**src/sv/sal_pkg.sv**
```systemverilog
package sal_pkg;

    // fixed field widths
    localparam int MAC_W      = 48;
    localparam int CTR_W      = 32;
    localparam int SLOT_W     = 3;
    localparam int LEARN_W    = 4;
    localparam int STOP_W     = 4;

    // table size default
    localparam int TABLE_DEPTH_DEFAULT = 8;

    // register file
    localparam int CFG_ADDR_W = 3;
    localparam int CFG_DATA_W = 32;
    localparam logic [0:0] REG_STOP_COUNT = 1'b0;
    localparam logic [STOP_W-1:0] STOP_COUNT_RESET = 4'd6;

    // destination that marks a broadcast frame
    localparam logic [MAC_W-1:0] MAC_BROADCAST = '1;

    typedef enum logic [0:0] {
        ST_IDLE,
        ST_SCAN
    } sal_state_t;

endpackage

```
**src/sv/sal_ram.sv**
```systemverilog
module sal_ram #(
    parameter int WIDTH = 48,
    parameter int DEPTH = 8
) (
    input  logic                                 aclk,
    input  logic                                 we,
    input  logic [(DEPTH > 1 ? $clog2(DEPTH) : 1)-1:0] waddr,
    input  logic [WIDTH-1:0]                     wdata,
    input  logic [(DEPTH > 1 ? $clog2(DEPTH) : 1)-1:0] raddr,
    output logic [WIDTH-1:0]                     rdata
);

    logic [WIDTH-1:0] mem [DEPTH];

    // one write port, one registered read port
    always_ff @(posedge aclk) begin
        if (we) begin
            mem[waddr] <= wdata;
        end
        rdata <= mem[raddr];
    end

endmodule

```
**src/sv/station_address_learner.sv**
```systemverilog
// Station address learner. Each item is one frame header (destination and
// source address). The block counts frames and broadcast frames (both
// saturating at 2^32-1), looks the source address up in a table of learned
// stations and appends it when new, unless the table is full. Once the
// learned count reaches stop_count (APB register 0, reset 6) every further
// frame is answered with done_res set and changes nothing. The item is
// taken in ST_IDLE, then ST_SCAN compares one table entry per cycle, and no
// new item is taken until the result is registered; the table sits in a RAM
// with one write and one read port that one 48-bit comparator walks.
// Frames after done skip the walk. A result waiting at the output does not
// block the next item, but the next result is held back until it is taken.
module station_address_learner
    import sal_pkg::*;
#(
    parameter int TABLE_DEPTH = TABLE_DEPTH_DEFAULT
) (
    input  logic                  aclk,
    input  logic                  aresetn,

    input  logic                  psel,
    input  logic                  penable,
    input  logic                  pwrite,
    input  logic [CFG_ADDR_W-1:0] paddr,
    input  logic [CFG_DATA_W-1:0] pwdata,
    output logic [CFG_DATA_W-1:0] prdata,
    output logic                  pready,

    input  logic                  s_valid,
    output logic                  s_ready,
    input  logic [MAC_W-1:0]      s_dest_mac,
    input  logic [MAC_W-1:0]      s_src_mac,

    output logic                  m_valid,
    input  logic                  m_ready,
    output logic                  m_is_broadcast,
    output logic                  m_is_new_station,
    output logic [SLOT_W-1:0]     m_station_slot,
    output logic [LEARN_W-1:0]    m_learned_count,
    output logic [CTR_W-1:0]      m_frames_seen,
    output logic [CTR_W-1:0]      m_broadcasts_seen,
    output logic                  m_done_res
);

    localparam int IDX_W = (TABLE_DEPTH > 1) ? $clog2(TABLE_DEPTH) : 1;
    localparam int CNT_W = $clog2(TABLE_DEPTH + 1);
    localparam int CMP_W = (CNT_W > STOP_W) ? CNT_W : STOP_W;
    localparam logic [CNT_W-1:0] TOTAL_FULL = CNT_W'(TABLE_DEPTH);

    sal_state_t state_reg, state_next;
    logic [IDX_W-1:0]   idx_reg, idx_next;
    logic [MAC_W-1:0]   dst_reg, dst_next;
    logic [MAC_W-1:0]   src_reg, src_next;
    logic [CNT_W-1:0]   total_reg, total_next;
    logic [CTR_W-1:0]   frames_reg, frames_next;
    logic [CTR_W-1:0]   bcasts_reg, bcasts_next;
    logic [STOP_W-1:0]  stop_reg, stop_next;

    logic               m_valid_reg, m_valid_next;
    logic               bcast_out_reg, bcast_out_next;
    logic               new_out_reg, new_out_next;
    logic [SLOT_W-1:0]  slot_out_reg, slot_out_next;
    logic               done_out_reg, done_out_next;

    logic               accept;
    logic               out_free;
    logic               done_now;
    logic               hit;
    logic               more;
    logic               resolved;
    logic               finish;
    logic               full;
    logic               cfg_wr;
    logic               tbl_we;
    logic [MAC_W-1:0]   rd_data;
    logic [CNT_W-1:0]   idx_ext;

    // config port
    assign pready = 1'b1;
    assign cfg_wr = psel && penable && pwrite && (paddr[2:2] == REG_STOP_COUNT);
    assign stop_next = cfg_wr ? pwdata[STOP_W-1:0] : stop_reg;
    assign prdata = (paddr[2:2] == REG_STOP_COUNT) ?
                    CFG_DATA_W'(stop_reg) : '0;

    // handshake
    assign accept   = s_valid && s_ready;
    assign s_ready  = (state_reg == ST_IDLE);
    assign out_free = !m_valid_reg || m_ready;

    // shared compare step over the table
    assign idx_ext  = CNT_W'(idx_reg);
    assign done_now = CMP_W'(total_reg) >= CMP_W'(stop_reg);
    assign hit      = (idx_ext < total_reg) && (rd_data == src_reg);
    assign more     = (CNT_W'(idx_ext + 1'b1) < total_reg) && (idx_ext < total_reg);
    assign resolved = done_now || hit || !more;
    assign finish   = (state_reg == ST_SCAN) && resolved && out_free;
    assign full     = (total_reg == TOTAL_FULL);
    assign tbl_we   = finish && !done_now && !hit && !full;

    sal_ram #(
        .WIDTH (MAC_W),
        .DEPTH (TABLE_DEPTH)
    ) u_table (
        .aclk  (aclk),
        .we    (tbl_we),
        .waddr (total_reg[IDX_W-1:0]),
        .wdata (src_reg),
        .raddr (idx_next),
        .rdata (rd_data)
    );

    // sequencer next state and scan index
    always_comb begin
        state_next = state_reg;
        idx_next   = idx_reg;
        case (state_reg)
            ST_IDLE: begin
                idx_next = '0;
                if (accept) begin
                    state_next = ST_SCAN;
                end
            end
            ST_SCAN: begin
                if (!resolved) begin
                    idx_next = IDX_W'(idx_ext + 1'b1);
                end else if (out_free) begin
                    state_next = ST_IDLE;
                    idx_next   = '0;
                end
            end
            default: begin
                state_next = ST_IDLE;
                idx_next   = '0;
            end
        endcase
    end

    // item latch, totals and result register
    always_comb begin
        dst_next       = dst_reg;
        src_next       = src_reg;
        total_next     = total_reg;
        frames_next    = frames_reg;
        bcasts_next    = bcasts_reg;
        m_valid_next   = m_valid_reg && !m_ready;
        bcast_out_next = bcast_out_reg;
        new_out_next   = new_out_reg;
        slot_out_next  = slot_out_reg;
        done_out_next  = done_out_reg;

        if (accept) begin
            dst_next = s_dest_mac;
            src_next = s_src_mac;
        end

        if (finish) begin
            m_valid_next   = 1'b1;
            bcast_out_next = 1'b0;
            new_out_next   = 1'b0;
            slot_out_next  = '0;
            done_out_next  = done_now;
            if (!done_now) begin
                // saturating frame counters
                if (frames_reg != '1) begin
                    frames_next = frames_reg + 1'b1;
                end
                if (dst_reg == MAC_BROADCAST) begin
                    bcast_out_next = 1'b1;
                    if (bcasts_reg != '1) begin
                        bcasts_next = bcasts_reg + 1'b1;
                    end
                end
                // found, appended, or dropped when the table is full
                if (hit) begin
                    slot_out_next = SLOT_W'(idx_reg);
                end else if (!full) begin
                    slot_out_next = SLOT_W'(total_reg);
                    new_out_next  = 1'b1;
                    total_next    = total_reg + 1'b1;
                end
            end
        end
    end

    // control registers
    always_ff @(posedge aclk) begin
        if (!aresetn) begin
            state_reg   <= ST_IDLE;
            idx_reg     <= '0;
            total_reg   <= '0;
            frames_reg  <= '0;
            bcasts_reg  <= '0;
            stop_reg    <= STOP_COUNT_RESET;
            m_valid_reg <= 1'b0;
        end else begin
            state_reg   <= state_next;
            idx_reg     <= idx_next;
            total_reg   <= total_next;
            frames_reg  <= frames_next;
            bcasts_reg  <= bcasts_next;
            stop_reg    <= stop_next;
            m_valid_reg <= m_valid_next;
        end
    end

    // payload registers
    always_ff @(posedge aclk) begin
        dst_reg       <= dst_next;
        src_reg       <= src_next;
        bcast_out_reg <= bcast_out_next;
        new_out_reg   <= new_out_next;
        slot_out_reg  <= slot_out_next;
        done_out_reg  <= done_out_next;
    end

    // result ports; totals track the registers, which only move on finish
    assign m_valid           = m_valid_reg;
    assign m_is_broadcast    = bcast_out_reg;
    assign m_is_new_station  = new_out_reg;
    assign m_station_slot    = slot_out_reg;
    assign m_learned_count   = LEARN_W'(total_reg);
    assign m_frames_seen     = frames_reg;
    assign m_broadcasts_seen = bcasts_reg;
    assign m_done_res        = done_out_reg;

endmodule
```
**config.mk**
```make
export PLATFORM = sky130hd
export DESIGN_NAME = station_address_learner
export DESIGN_NICKNAME = d
export VERILOG_FILES = /design/src/sv/sal_pkg.sv /design/src/sv/sal_ram.sv /design/src/sv/station_address_learner.sv
export SDC_FILE = /design/constraint.sdc
export NUM_CORES = 1
export LEC_CHECK = 0
export BUFFER_PORTS_ARGS = -buffer_cell sky130_fd_sc_hd__buf_2
export CORE_MARGIN = 1
export CORE_UTILIZATION = 59
export CTS_BUF_LIST = sky130_fd_sc_hd__clkbuf_16
export DETAILED_ROUTE_END_ITERATION = 10
export HOLD_SLACK_MARGIN = 0.03
export PLACE_DENSITY = 0.82
export SETUP_SLACK_MARGIN = 0.05
export SLEW_MARGIN = 5
export SYNTH_ARGS = -nofsm -noshare
export SYNTH_HDL_FRONTEND = slang
export SYNTH_SLANG_ARGS = --single-unit
```
**constraint.sdc**
```tcl
create_clock -name aclk -period 9.1 [get_ports aclk]
set_input_delay 0.455 -clock aclk [delete_from_list [all_inputs] [get_ports aclk]]
set_output_delay 0.455 -clock aclk [all_outputs]
set_load 0.02 [all_outputs]
```
After elaboration in Yosys (flattened, before gate mapping)
Memory sizes are Yosys's and may differ from the RTL's. A register that Yosys moved wholly into a read port is not among the register bits.
Index checks and enable logic that the tools add are counted.

storage, ports and cells
  bits in registers = 179
  memory bits (writable) = 384
  word-level logic and storage cells = 71
  memories kept = 1
  output and inout port bits = 109

cells by class
  reduce and logical (&&, ||, !) cells = 25
  eq/ne operators = 5
  multiplexer cells = 15
  bitwise gates (word level) = 5
  add/sub/neg operators = 4
  $lt $le $gt $ge = 3

memories
  name         depth  width  read ports  clocked after Yosys merged registers in  write ports  line           text
  u_table.mem  8      48     1           1                                        1            sal_ram.sv:13  logic [WIDTH-1:0] mem [DEPTH];

operators with widths
  cell                                            count
  adder 32 x 1 -> 32 bit (second input constant)  2
  inequality test 32 bit (second input constant)  2
  equality test 48 bit                            1
  equality test 48 bit (second input constant)    1
  logical AND 1 bit                               12
  two-way mux 3 bit                               4
  two-way mux 1 bit                               8
  AND reduction 4 bit                             2
  logical NOT 1 bit                               6
  one-hot mux 3 bit (2 select lines)              1
  inverter 1 bit                                  5
  adder 3 x 1 -> 4 bit (second input constant)    1
  adder 4 x 1 -> 4 bit (second input constant)    1
  equality test 4 bit (second input constant)     1
  greater-or-equal comparator 4 bit               1
  less-than comparator 3 x 4 -> 1 bit             1
  less-than comparator 4 bit                      1
  two-way mux 4 bit                               1
  logical OR 1 bit                                3
  AND reduction 3 bit                             1
  one-hot mux 1 bit (2 select lines)              1
  OR reduction 2 bit                              1

Logic depth before layout (Yosys ltp)
Gate-level depths: netlist of the first run.

  depth after elaboration = 12
  depth in mapped cells = 15
  mapped depth without buffers = 10

Hierarchy
A second synthesis of the first run with hierarchy kept.

unflattened totals
  cell total of the unflattened synthesis = 1354
  area, all modules = 23745.3 µm²

by module, submodules not included
  module                   area an instance (µm²)  times used  cells each  seq. area each (µm²)
  sal_ram                  15620.0                 1           616         12492.0
  station_address_learner  8125.3                  1           738         4604.4

Least setup slack after synthesis of the first run
No wires, ideal clock.

  path kind = register -> register
  from = reg idx_reg[0]
  to = mem u_table.mem[0][0] (enable)
  data arrival time = 7.187 ns
  cell stages (with the launch flop) = 14
  library setup time = 0.573 ns
  setup slack = 1.341 ns
  clock period less this slack = 7.759 ns
  path through = dfxtp_1 -> buf_6 -> clkbuf_1 -> clkbuf_1 -> buf_1 -> and3_1 -> ha_1 -> o21a_1 -> a221oi_2 -> o211ai_2 -> o21ai_2 -> or2_2 -> clkbuf_1 -> nor4_1

on the way
  longest elaborated chain between the ends = 12
  elaborated cells on any way between the ends = 16
  those cells by class = add/sub: 1; order compare: 2; mux: 2; reduce/logical: 11

RTL lines
  what                                         line                            text
  start, declared                              station_address_learner.sv:50   logic [IDX_W-1:0] idx_reg, idx_next;
  start signal, assigned                       station_address_learner.sv:196  idx_reg <= idx_next;
  adder 3 x 1 -> 4 bit                         n/a
  less-than comparator 4 bit                   station_address_learner.sv:93   assign more = (CNT_W'(idx_ext + 1'b1) < total_reg) && (idx_ext < total_reg);
  logical AND 1 bit                            station_address_learner.sv:93
  logical NOT 1 bit                            station_address_learner.sv:94   assign resolved = done_now || hit || !more;
  logical OR 1 bit                             station_address_learner.sv:94
  logical AND 1 bit (2 in a row)               station_address_learner.sv:95   assign finish = (state_reg == ST_SCAN) && resolved && out_free;
  logical AND 1 bit                            station_address_learner.sv:97   assign tbl_we = finish && !done_now && !hit && !full;
  logical AND 1 bit (*) (2 in a row)           station_address_learner.sv:97
  two-way mux 1 bit (*)                        sal_ram.sv:17                   if (we) begin
  two-way mux 1 bit (not written as such) (*)  sal_ram.sv:18                   mem[waddr] <= wdata;
  end, declared                                sal_ram.sv:13

Mark *: on every way between the ends. The rest lies on a longest branch, timed or not.

Worst setup path after layout of the first run
  from = reg idx_reg[0]
  to = reg u_table.rdata[26], read port of u_table.mem

on the way
  longest elaborated chain between the ends = 7
  elaborated cells on any way between the ends = 11
  those cells by class = add/sub: 1; order compare: 2; mux: 3; reduce/logical: 5

RTL lines
  what                                    line                            text
  adder 3 x 1 -> 4 bit                    station_address_learner.sv:124  idx_next = IDX_W'(idx_ext + 1'b1);
  less-than comparator 4 bit              station_address_learner.sv:93
  logical AND 1 bit                       station_address_learner.sv:93
  logical NOT 1 bit                       station_address_learner.sv:94
  logical OR 1 bit                        station_address_learner.sv:94
  two-way mux 3 bit (*)                   station_address_learner.sv:123  if (!resolved) begin
  one-hot mux 3 bit (2 select lines) (*)  station_address_learner.sv:115  case (state_reg)
  end, declared                           sal_ram.sv:10                   output logic [WIDTH-1:0] rdata

Marks and branches as above.
A chain may end at the register's enable or synchronous reset.

==> impl_metrics.sql, run 1 <==
INSERT INTO impl_metrics (metric_group, metric, value, unit) VALUES
('run_status', 'outcome', 'finished clean', ''),
('timing', 'relative_slew_margins', '17.42', '%'),
('synthesis', 'yosysWarnings', '0', ''),
('timing', 'total_negative_setup_slacks', '0', 'ps'),
('worst_setup_path', 'critical_path_cell_by_cell', 'ha_1, xor2_1, ha_1, o21a_1, a221oi_2, o211ai_2, buf_4, o2111ai_4, buf_4, nand2_4, a211oi_1, nor4_1', ''),
('timing', 'setup_repair_after_global_routing_missed_its_margin', 'no', ''),
('worst_setup_path', 'worstSetupStartpointType', 'flip-flop', ''),
('detailed_routing', 'drc_errors', '0', ''),
('worst_setup_path', 'critical_path.top_delay_family', 'compound AO/OA/AOI/OAI gates', ''),
('detailed_routing', 'drt_pass1_iterations', '7', ''),
('timing', 'number_of_max_slew_violations_in_the_final_report', '0', ''),
('layout', 'fin_util', '69.70', '%'),
('synthesis', 'yosysTopAreaCell', 'edfxtp_1', ''),
('clock_network', 'post_cts_buffers', '0', ''),
('global_routing', 'grt_start_max_net_pins', '91', ''),
('timing', 'clock-skew-final', '24.21', 'ps'),
('detailed_routing', 'avgViaCountPerCell', '6.558', ''),
('clock_network', 'cts_tree', 'done', ''),
('timing', 'fin_crit_sh', '59.85', '%'),
('synthesis', 'async_reset_ff_share', '0', '%'),
('synthesis', 'synthDistinctLibCells', '76', ''),
('clock_network', 'tritoncts.num_buffers', '59', ''),
('layout', 'final_net_count', '2375', ''),
('global_routing', 'grt_remaining_overflow', '0', ''),
('worst_setup_path', 'worst-r2r-cell-count', '12', ''),
('pwr', 'power.static_leakage', '10.34', 'nW'),
('floorplan', 'dieArea', '44870', 'sq um'),
('synthesis', 'syn_avg_cell_area', '13.05', 'sq um'),
('worst_setup_path', 'cp-startpoint', 'idx_reg[0]', ''),
('clock_network', 'cts_root_buf', 'clkbuf_16', ''),
('placement', 'portBuffers', '187', ''),
('clock_network', 'post_cts_resize_count', '0', ''),
('synthesis', 'synth_ff_type', 'edfxtp_1', ''),
('global_routing', 'grt_antenna_before_repair', '0', ''),
('worst_setup_path', 'critical_path.max_fanout', '90', ''),
('worst_setup_path', 'setup.worst_path.end_class', 'flip-flop', ''),
('detailed_routing', 'drt.antenna.violating_nets', '0', ''),
('pwr', 'power-per-cell-area', '193.6', 'nW/um^2'),
('synthesis', 'synth-seq-cells', '611', ''),
('floorplan', 'die_h', '211.8', 'um'),
('detailed_routing', 'route.detailed.wl_per_inst', '23.64', 'um'),
('detailed_routing', 'number_of_vias_in_the_routed_layout', '18750', ''),
('placement', 'dp_cells', '2654', ''),
('pwr', 'ir_worst_vdd', '0.2015', 'mV'),
('layout', 'area.growth.synth_to_final', '16.10', '%'),
('floorplan', 'coreArea', '43270', 'sq um'),
('timing', 'report.final.setup_viol', '0', ''),
('global_routing', 'first_global_vias', '18240', ''),
('placement', 'detailedPlacementHpwl', '34730', 'um'),
('worst_setup_path', 'reg_to_reg_end', 'u_table.rdata[26]', ''),
('worst_setup_path', 'path_class', 'reg -> reg', ''),
('synthesis', 'synthesis.instances', '1990', ''),
('synthesis', 'area_fraction_of_the_dominant_cell_type_after_synthesis', '56.18', '%'),
('floorplan', 'fp-row-count', '76', ''),
('clock_network', 'number_of_buffers_added_to_fix_hold_violations_after_cts', '92', ''),
('detailed_routing', 'drtIter0Drc', '2646', ''),
('clock_network', 'cts_num_sinks', '611', ''),
('worst_setup_path', 'critical-path-max-stage-delay', '890', 'ps'),
('timing', 'finalCriticalPeriod', '5446', 'ps'),
('layout', 'largest_register_ffs', '384', ''),
('floorplan', 'top_level_ports', '247', ''),
('floorplan', 'die_width', '211.8', 'um'),
('synthesis', 'synth-seq-area-share', '65.82', '%'),
('synthesis', 'synth_enable_flop_cells', '486', ''),
('worst_setup_path', 'ff2ff_setup_slack', '3650', 'ps'),
('layout', 'regMostFlops', 'u_table.mem', ''),
('timing', 'worst-slew-pin-transition', '1239', 'ps'),
('worst_setup_path', 'cp_data_required_time', '9590', 'ps'),
('global_routing', 'grt_first_pass_wirelength', '102000', 'um'),
('placement', 'globalplace.congestion', '0.8218', ''),
('timing', 'clock.fmax', '0.1836', 'GHz');
[Yosys cell counts, types with 13 or more instances]
library cell / count
a211oi_1: 84
a21boi_0: 42
a21oi_1: 105
a22oi_1: 42
a31oi_1: 42
and3_1: 96
buf_2: 27
buf_4: 30
clkbuf_1: 95
dfxtp_1: 125
edfxtp_1: 486
ha_1: 14
inv_1: 25
mux2i_1: 15
nand2_1: 51
nand2b_1: 17
nand3_1: 34
nand4_1: 42
nor2_1: 162
nor3_1: 47
nor4_1: 64
o2111ai_1: 13
o21ai_0: 16
o221a_1: 13
o221a_2: 71
xnor2_1: 95
[layer usage]
metal	routed length, um	vias to the layer above	GRT usage (%)
met5	0	-	0
met4	2279	0	13.74
met3	6314	177	4.406
met2	33510	1159	51.27
met1	25480	9196	37.92
li1	-	8218	-
[worst min path at each step]
stage	to	depth (start not counted)	slack, ps	from
final	src_reg[29]	1	50	s_src_mac[29]
after CTS	src_reg[14]	1	30	s_src_mac[14]
after global routing	src_reg[19]	1	40	s_src_mac[19]
after global placement	m_broadcasts_seen[26]	2	480	m_broadcasts_seen[26]
after floorplan	stop_reg[3]	2	460	stop_reg[3]
after detailed placement	m_broadcasts_seen[26]	2	490	m_broadcasts_seen[26]
[stage by stage]
stage | area (sq um) | setup WS, ps | hold WS, ps | power [mW]
floorplan | 26080 | 1341 | 463.4 | 3.351
global placement | 27300 | 4184 | 475.9 | 3.424
detailed placement | 27300 | 3872 | 494.4 | 3.436
CTS | 30150 | 3817 | 31.97 | 5.849
global route | 30160 | 3509 | 37.08 | 5.988
finish | 30160 | 3654 | 47.73 | 5.838
[cell usage in the layout (no fill, tap or decap), drive strengths merged, types with 60 or more instances in the layout]
master,count
and3,96
o221a,84
a211oi,86
dlygate4sd3,93
buf,220
dfxtp,125
edfxtp,486
nor2,163
xnor2,95
a21oi,107
clkbuf,60
nor4,66
[power by group]
group          internal [mW]  switching (mW)  total [mW]
logic                  0.104           0.152       0.256
registers               3.10          0.0578        3.16
clock network           1.37            1.05        2.42
[logic make-up after synthesis]
kind of cell | Yosys count | share of synthesized area (%)
AOI/OAI and AO/OA | 491 | 14.51
DFF | 611 | 65.82
and+or+nand+nor | 562 | 11.45
adders and majority gates | 14 | 0.6743
other | 2 | 0.02891
muxes | 18 | 0.7080
buffers and inverters | 196 | 3.574
xor gates and xnor gates | 96 | 3.237
[final cells by class]
cell class	instances	area, sq um
sequential	611	17100
clock buffer	60	1501
clock inverter	52	424.2
inverter	28	105.1
tap	585	732.0
timing repair buffer	313	2115
fill	2808	13110
multi-input combinational	1210	8182
Note: power is estimated with default switching activity, not from simulation.
==> run 2: changes to the inputs <==
CORE_UTILIZATION = 54   (was 59)
PLACE_DENSITY = 0.8   (was 0.82)
clock period = 4.9 ns   (was 9.1 ns; I/O delays follow)
==> impl_metrics.sql, run 2 (synthesized netlist as in run 1, its figures left out) <==
INSERT INTO impl_metrics (metric_group, metric, value, unit) VALUES
('clock_network', 'max_clock_buf_depth', '3', ''),
('placement', 'portBuffers', '187', ''),
('floorplan', 'dieArea', '48980', 'sq um'),
('worst_setup_path', 'cp_data_required_time', '5430', 'ps'),
('layout', 'finish.instance_area', '30920', 'sq um'),
('detailed_routing', 'route.detailed.wl_per_inst', '23.65', 'um'),
('clock_network', 'cts_tree', 'done', ''),
('timing', 'clock.fmax', '0.2284', 'GHz'),
('clock_network', 'worst_skew_pair.late_latency', '650', 'ps'),
('layout', 'final_net_count', '2403', ''),
('floorplan', 'coreArea', '47550', 'sq um'),
('layout', 'fin_util', '65.03', '%'),
('detailed_routing', 'drtIter0Drc', '2280', ''),
('worst_setup_path', 'critical_path.max_fanout', '34', ''),
('detailed_routing', 'avgViaCountPerCell', '6.483', ''),
('detailed_routing', 'drc_errors', '0', ''),
('worst_setup_path', 'setup.worst_path.end_class', 'flip-flop', ''),
('timing', 'whs', '133.5', 'ps'),
('layout', 'layout.cells.most_common_list', 'edfxtp_1, buf_2, nor2_1', ''),
('pwr', 'ir_worst_vdd', '0.3334', 'mV'),
('detailed_routing', 'drt.antenna.violating_nets', '0', ''),
('floorplan', 'initial_utilization', '54.63', '%'),
('global_routing', 'grt_first_pass_wirelength', '104700', 'um'),
('global_routing', 'first_global_vias', '18760', ''),
('clock_network', 'post_cts_buffers', '0', ''),
('layout', 'final.fill_count', '3224', ''),
('floorplan', 'top_level_ports', '247', ''),
('clock_network', 'tritoncts.num_buffers', '61', ''),
('floorplan', 'die_h', '221.3', 'um'),
('timing', 'report.final.setup_viol', '0', ''),
('layout', 'area.growth.synth_to_final', '19.03', '%'),
('timing', 'setup_repair_after_global_routing_missed_its_margin', 'no', ''),
('clock_network', 'post_cts_resize_count', '0', ''),
('global_routing', 'grt_antenna_before_repair', '0', ''),
('run', 'timing.max_cap.violations', '0', ''),
('layout', 'layout.cells.most_common', 'edfxtp_1', ''),
('layout', 'largest_register_ffs', '384', ''),
('placement', 'detailedPlacementHpwl', '36690', 'um'),
('timing', 'relative_slew_margins', '15.97', '%'),
('pwr', 'power.static_leakage', '10.59', 'nW'),
('worst_setup_path', 'worstSetupStartpointType', 'flip-flop', ''),
('detailed_routing', 'drt_pass1_iterations', '9', ''),
('placement', 'globalplace.congestion', '0.8145', ''),
('timing', 'worst-slew-pin-transition', '1260', 'ps'),
('clock_network', 'clk_transition_reported_paths', '60', 'ps'),
('pwr', 'power-per-cell-area', '369.8', 'nW/um^2'),
('clock_network', 'cts_num_sinks', '611', ''),
('placement', 'placedInstanceArea', '27670', 'sq um'),
('layout', 'regArea', '17100', 'sq um'),
('layout', 'diodes', '0', ''),
('worst_setup_path', 'path_class', 'reg -> reg', ''),
('worst_setup_path', 'worst_ep_arrival_time', '4910', 'ps'),
('layout', 'layout-drive-gt1-share', '19.40', '%'),
('global_routing', 'grt_start_max_net_pins', '87', ''),
('timing', 'fin_crit_sh', '89.34', '%'),
('clock_network', 'cts_root_buf', 'clkbuf_16', ''),
('min_path', 'min_path_type', 'in -> reg', ''),
('layout', 'multi_input_area', '8242', 'sq um'),
('detailed_routing', 'postRouteWirelength', '69030', 'um'),
('timing', 'clock-skew-final', '38.22', 'ps'),
('detailed_routing', 'number_of_vias_in_the_routed_layout', '18930', ''),
('floorplan', 'die_width', '221.3', 'um'),
('run_status', 'outcome', 'finished clean', ''),
('timing', 'final_report_hold_violation_count', '0', ''),
('layout', 'regMostFlops', 'u_table.mem', ''),
('timing', 'finalCriticalPeriod', '4378', 'ps'),
('clock_network', 'cts-htree-levels', '2', ''),
('floorplan', 'fp-row-count', '80', ''),
('pwr', 'power.total', '11.43', 'mW'),
('global_routing', 'grt_remaining_overflow', '0', ''),
('timing', 'number_of_max_slew_violations_in_the_final_report', '0', ''),
('global_routing', 'global_route.usage.total', '27.57', '%');
[run 2: cell types whose count changed in the layout (fill, tap and decap cells not counted), sizes merged, moves of 2 or more]
cell | before | now
clkinv | 27 | 31
clkbuf | 60 | 62
buf | 220 | 234
bufinv | 6 | 14
inv | 45 | 34
dlygate4sd3 | 93 | 105
[run 2: path summary, 6_finish.rpt]
check / startpoint / endpoint / slack [ps] / depth (start not counted)
max: idx_reg[1] / u_table.rdata[45] / 520 / 11
min reg2reg: m_broadcasts_seen[31] / m_broadcasts_seen[31] / 510 / 2
max reg2reg: idx_reg[1] / u_table.rdata[45] / 520 / 11
min: pwrite / stop_reg[3] / 130 / 4
[run 2: per-stage QoR]
step,setup WS (ps),std cells,TNS (ps)
detailed placement,616.4,2698,0
floorplan,-947.2,2017,-186270
CTS,533.2,2919,0
global placement,704.9,2698,0
finish,522.3,2919,0
global route,186.7,2919,0
[run 2: area by class of cell]
| class | count | area share, % |
|---|---|---|
| Clock buffer | 62 | 5.018 |
| Multi-Input combinational cell | 1210 | 26.66 |
| Tap cell | 615 | 2.489 |
| Inverter | 28 | 0.3399 |
| Timing Repair Buffer | 339 | 8.093 |
| Sequential cell | 611 | 55.30 |
| Clock inverter | 54 | 2.104 |
[run 2: routing by layer]
| metal | part of all wire, % | global-route usage (%) |
|---|---|---|
| met5 | 0 | 0 |
| met4 | 3.9 | 12.95 |
| met3 | 9.7 | 4.820 |
| met2 | 49 | 46.01 |
| met1 | 38 | 35.11 |
[run 2: power by group]
part           internal (mW)  switching, mW  leakage (nW)
combinational          0.207          0.287          4.03
sequential              5.76          0.114          5.47
clock                   3.04           2.03          1.09
total                   9.01           2.43          10.6
[run 2: worst max-delay path, cell delays in order, from the launching register on]
cell and delay [ps]:
dfxtp_1 500, ha_1 230, xor2_1 300, ha_1 300
o21a_1 200, a221oi_2 390, o211ai_2 550, nor2_4 530
buf_4 470, a22oi_1 180, o221a_2 300, nor4_1 300
[run 2: repair_timing]
item,in CTS,in global routing
hold buffers,105,0
endpoints found under the hold margin,104,0
setup endpoints to repair,0,0
==> run 3: changes to the inputs <==
ABC_AREA = 1   (was unset)
CORE_MARGIN = 2   (was 1)
PLACE_DENSITY = 0.79   (was 0.8)
==> impl_metrics.sql, run 3 <==
INSERT INTO impl_metrics (metric_group, metric, value, unit) VALUES
('run_status', 'outcome', 'finished clean', ''),
('detailed_routing', 'route.detailed.wl_per_inst', '17.62', 'um'),
('worst_setup_path', 'critical_path.max_fanout', '16', ''),
('synthesis', 'synthTopCellsByArea', 'edfxtp_1, nand2_1, dfxtp_1', ''),
('run', 'timing.max_cap.violations', '0', ''),
('worst_setup_path', 'critical_path.top_delay_family', 'simple AND/OR/NAND/NOR gates', ''),
('clock_network', 'clk_transition_reported_paths', '60', 'ps'),
('synthesis', 'synth_enable_flop_cells', '486', ''),
('timing', 'setup_repair_after_global_routing_missed_its_margin', 'no', ''),
('synthesis', 'synth-seq-cells', '611', ''),
('worst_setup_path', 'critical_path_cell_by_cell', 'nor2_1, nor2_1, nor2_1, nand2_1, nor2_1, nand2_1, nor2_1, nand2_2, nand2_4, nand3_4, nor2_1, nand2_1, nor2_4, buf_4', ''),
('synthesis', 'async_reset_ff_share', '0', '%'),
('synthesis', 'synthDistinctLibCells', '43', ''),
('global_routing', 'grt_remaining_overflow', '0', ''),
('timing', 'relative_slew_margins', '24.49', '%'),
('floorplan', 'fp-row-count', '82', ''),
('pwr', 'power-per-cell-area', '345.6', 'nW/um^2'),
('layout', 'largest_register_ffs', '384', ''),
('layout', 'final_net_count', '3280', ''),
('global_routing', 'global_route.usage.total', '25.46', '%'),
('min_path', 'min_path_type', 'in -> reg', ''),
('clock_network', 'tritoncts.num_buffers', '61', ''),
('clock_network', 'cts_tree', 'done', ''),
('worst_setup_path', 'critical_path.n_buffers_inverters', '1', ''),
('worst_setup_path', 'worst-r2r-cell-count', '14', ''),
('pwr', 'power.total', '11.04', 'mW'),
('clock_network', 'cts_num_sinks', '611', ''),
('timing', 'finalCriticalPeriod', '3896', 'ps'),
('layout', 'layout.cells.most_common', 'nand2_1', ''),
('worst_setup_path', 'ff2ff_setup_slack', '1000', 'ps'),
('pwr', 'power.static_leakage', '13.87', 'nW'),
('timing', 'worst-slew-pin-transition', '1133', 'ps'),
('synthesis', 'synth-seq-area-share', '62.39', '%'),
('worst_setup_path', 'worstSetupStartpointType', 'flip-flop', ''),
('synthesis', 'synth_ff_type', 'edfxtp_1', ''),
('layout', 'layout.cells.most_common_list', 'nand2_1, inv_1, edfxtp_1', ''),
('synthesis', 'yosysWarnings', '0', ''),
('synthesis', 'syn_avg_cell_area', '9.518', 'sq um'),
('placement', 'detailedPlacementHpwl', '37280', 'um'),
('worst_setup_path', 'reg_to_reg_end', 'u_table.mem[1][32]', ''),
('detailed_routing', 'avgViaCountPerCell', '5.419', ''),
('layout', 'multi_input_area', '7745', 'sq um'),
('layout', 'stdcell_count', '3856', ''),
('floorplan', 'die_width', '229.3', 'um'),
('detailed_routing', 'drc_errors', '0', ''),
('worst_setup_path', 'critical-path-max-stage-delay', '650', 'ps'),
('floorplan', 'initial_utilization', '54.62', '%'),
('layout', 'regMostFlops', 'u_table.mem', ''),
('detailed_routing', 'number_of_vias_in_the_routed_layout', '20900', ''),
('min_path', 'hold-path-cell-count', '3', ''),
('global_routing', 'first_global_vias', '20790', ''),
('worst_setup_path', 'timing.critical_path.mode_cell', 'nor2_1', ''),
('timing', 'final_report_hold_violation_count', '0', ''),
('worst_setup_path', 'cp-startpoint', 'src_reg[17]', ''),
('global_routing', 'grt_first_pass_wirelength', '106600', 'um'),
('floorplan', 'coreArea', '50170', 'sq um'),
('synthesis', 'area_fraction_of_the_dominant_cell_type_after_synthesis', '53.26', '%'),
('min_path', 'holdCritStartpoint', 'psel', ''),
('layout', 'fin_util', '63.66', '%'),
('worst_setup_path', 'path_class', 'reg -> reg', ''),
('clock_network', 'number_of_buffers_added_to_fix_hold_violations_after_cts', '103', ''),
('worst_setup_path', 'setup.worst_path.end_class', 'flip-flop', ''),
('global_routing', 'grt_antenna_before_repair', '4', ''),
('clock_network', 'worst_skew_pair.late_latency', '640', 'ps'),
('worst_setup_path', 'cpMaxStageDelayCell', 'nor2_4', ''),
('synthesis', 'synthesis.instances', '2879', ''),
('clock_network', 'cts-htree-levels', '2', ''),
('timing', 'total_negative_setup_slacks', '0', 'ps'),
('min_path', 'min_to', 'stop_reg[1]', ''),
('clock_network', 'cts_root_buf', 'clkbuf_16', ''),
('layout', 'area.growth.synth_to_final', '16.55', '%'),
('global_routing', 'grt_start_max_net_pins', '186', ''),
('synthesis', 'syn-cell-area', '27400', 'sq um'),
('detailed_routing', 'drt_pass1_iterations', '5', ''),
('timing', 'clock.fmax', '0.2567', 'GHz'),
('clock_network', 'max_clock_buf_depth', '3', ''),
('detailed_routing', 'postRouteWirelength', '67950', 'um'),
('layout', 'final.fill_count', '3779', ''),
('synthesis', 'most_frequent_cell_after_synthesis', 'nand2_1', ''),
('placement', 'dp_cells', '3634', ''),
('pwr', 'ir_worst_vdd', '0.3274', 'mV'),
('floorplan', 'die_h', '229.3', 'um'),
('layout', 'layout-drive-gt1-share', '10.75', '%'),
('timing', 'fin_crit_sh', '79.52', '%'),
('floorplan', 'dieArea', '52560', 'sq um'),
('timing', 'number_of_max_slew_violations_in_the_final_report', '0', ''),
('worst_setup_path', 'cp_data_required_time', '5220', 'ps'),
('clock_network', 'post_cts_buffers', '0', ''),
('synthesis', 'yosysTopAreaCell', 'edfxtp_1', ''),
('placement', 'portBuffers', '187', ''),
('floorplan', 'top_level_ports', '247', ''),
('timing', 'clock-skew-final', '25.55', 'ps'),
('placement', 'globalplace.congestion', '0.8919', ''),
('clock_network', 'post_cts_resize_count', '0', ''),
('timing', 'report.final.setup_viol', '0', ''),
('layout', 'regArea', '17100', 'sq um'),
('worst_setup_path', 'worst_ep_arrival_time', '4220', 'ps'),
('detailed_routing', 'drtIter0Drc', '1544', ''),
('worst_setup_path', 'timing.rr.start', 'src_reg[17]', ''),
('detailed_routing', 'drt.antenna.violating_nets', '0', ''),
('synthesis', 'synthTopCellsByCount', 'nand2_1, inv_1, edfxtp_1', '');
-- run 3: metrics by stage --
stage	setup slack [ps]	instance area, sq um	hold slack, ps
CTS	988.2	31930	41.90
global placement	1078	28910	422.4
global route	690.7	31940	106.6
detailed placement	994.3	28910	423.1
floorplan	377.0	27500	343.9
finish	1004	31940	72.37
-- run 3: cells by family (layout without fill, tap and decap cells) --
group,Yosys count,count (layout),share of synthesized area (%)
adder cells (fa/ha/maj),14,14,0.6393
buffers and inverters,670,945,10.03
XOR/XNOR,40,40,1.279
AND/OR/NAND/NOR,1448,1448,23.84
AO/OA/AOI/OAI,94,94,1.790
other,2,32,0.02741
flip-flops,611,611,62.39
-- run 3: routing by layer --
layer	GRT usage [%]	share of wire [%]	vias up	wire length, um
met3	4.793	7.9	145	5349
met4	9.497	2.6	2	1755
li1	-	-	9922	-
met2	44.29	50	913	33960
met5	0	0.019	-	13
met1	31.62	40	9915	26870
-- run 3: layout make-up --
type	count	area share (%)
Antenna cell	3	0.02351
Timing Repair Buffer	317	7.303
Clock inverter	54	1.363
Multi-Input combinational cell	1625	24.25
Inverter	512	6.025
Clock buffer	62	4.858
Sequential cell	611	53.54
Tap cell	672	2.633
-- run 3: worst max-delay path by stage --
stage,endpoint,slack (ps),cells past startpoint
floorplan,u_table.mem[1][0],380,13
global placement,u_table.mem[1][33],1080,14
detailed placement,u_table.mem[1][33],990,14
CTS,u_table.mem[1][32],990,14
global route,u_table.rdata[14],690,15
finish,u_table.mem[1][32],1000,14
-- run 3: power breakdown --
| group | internal [mW] | total (mW) | switching [mW] |
|---|---|---|---|
| clock | 2.61 | 4.60 | 1.99 |
| combinational | 0.195 | 0.570 | 0.375 |
| sequential | 5.75 | 5.86 | 0.109 |
| total | 8.56 | 11.0 | 2.47 |
-- run 3: tightest hold or removal path, cell delays in order --
cell and delay (ps):
buf_2 70, and3_1 220, o211ai_1 110
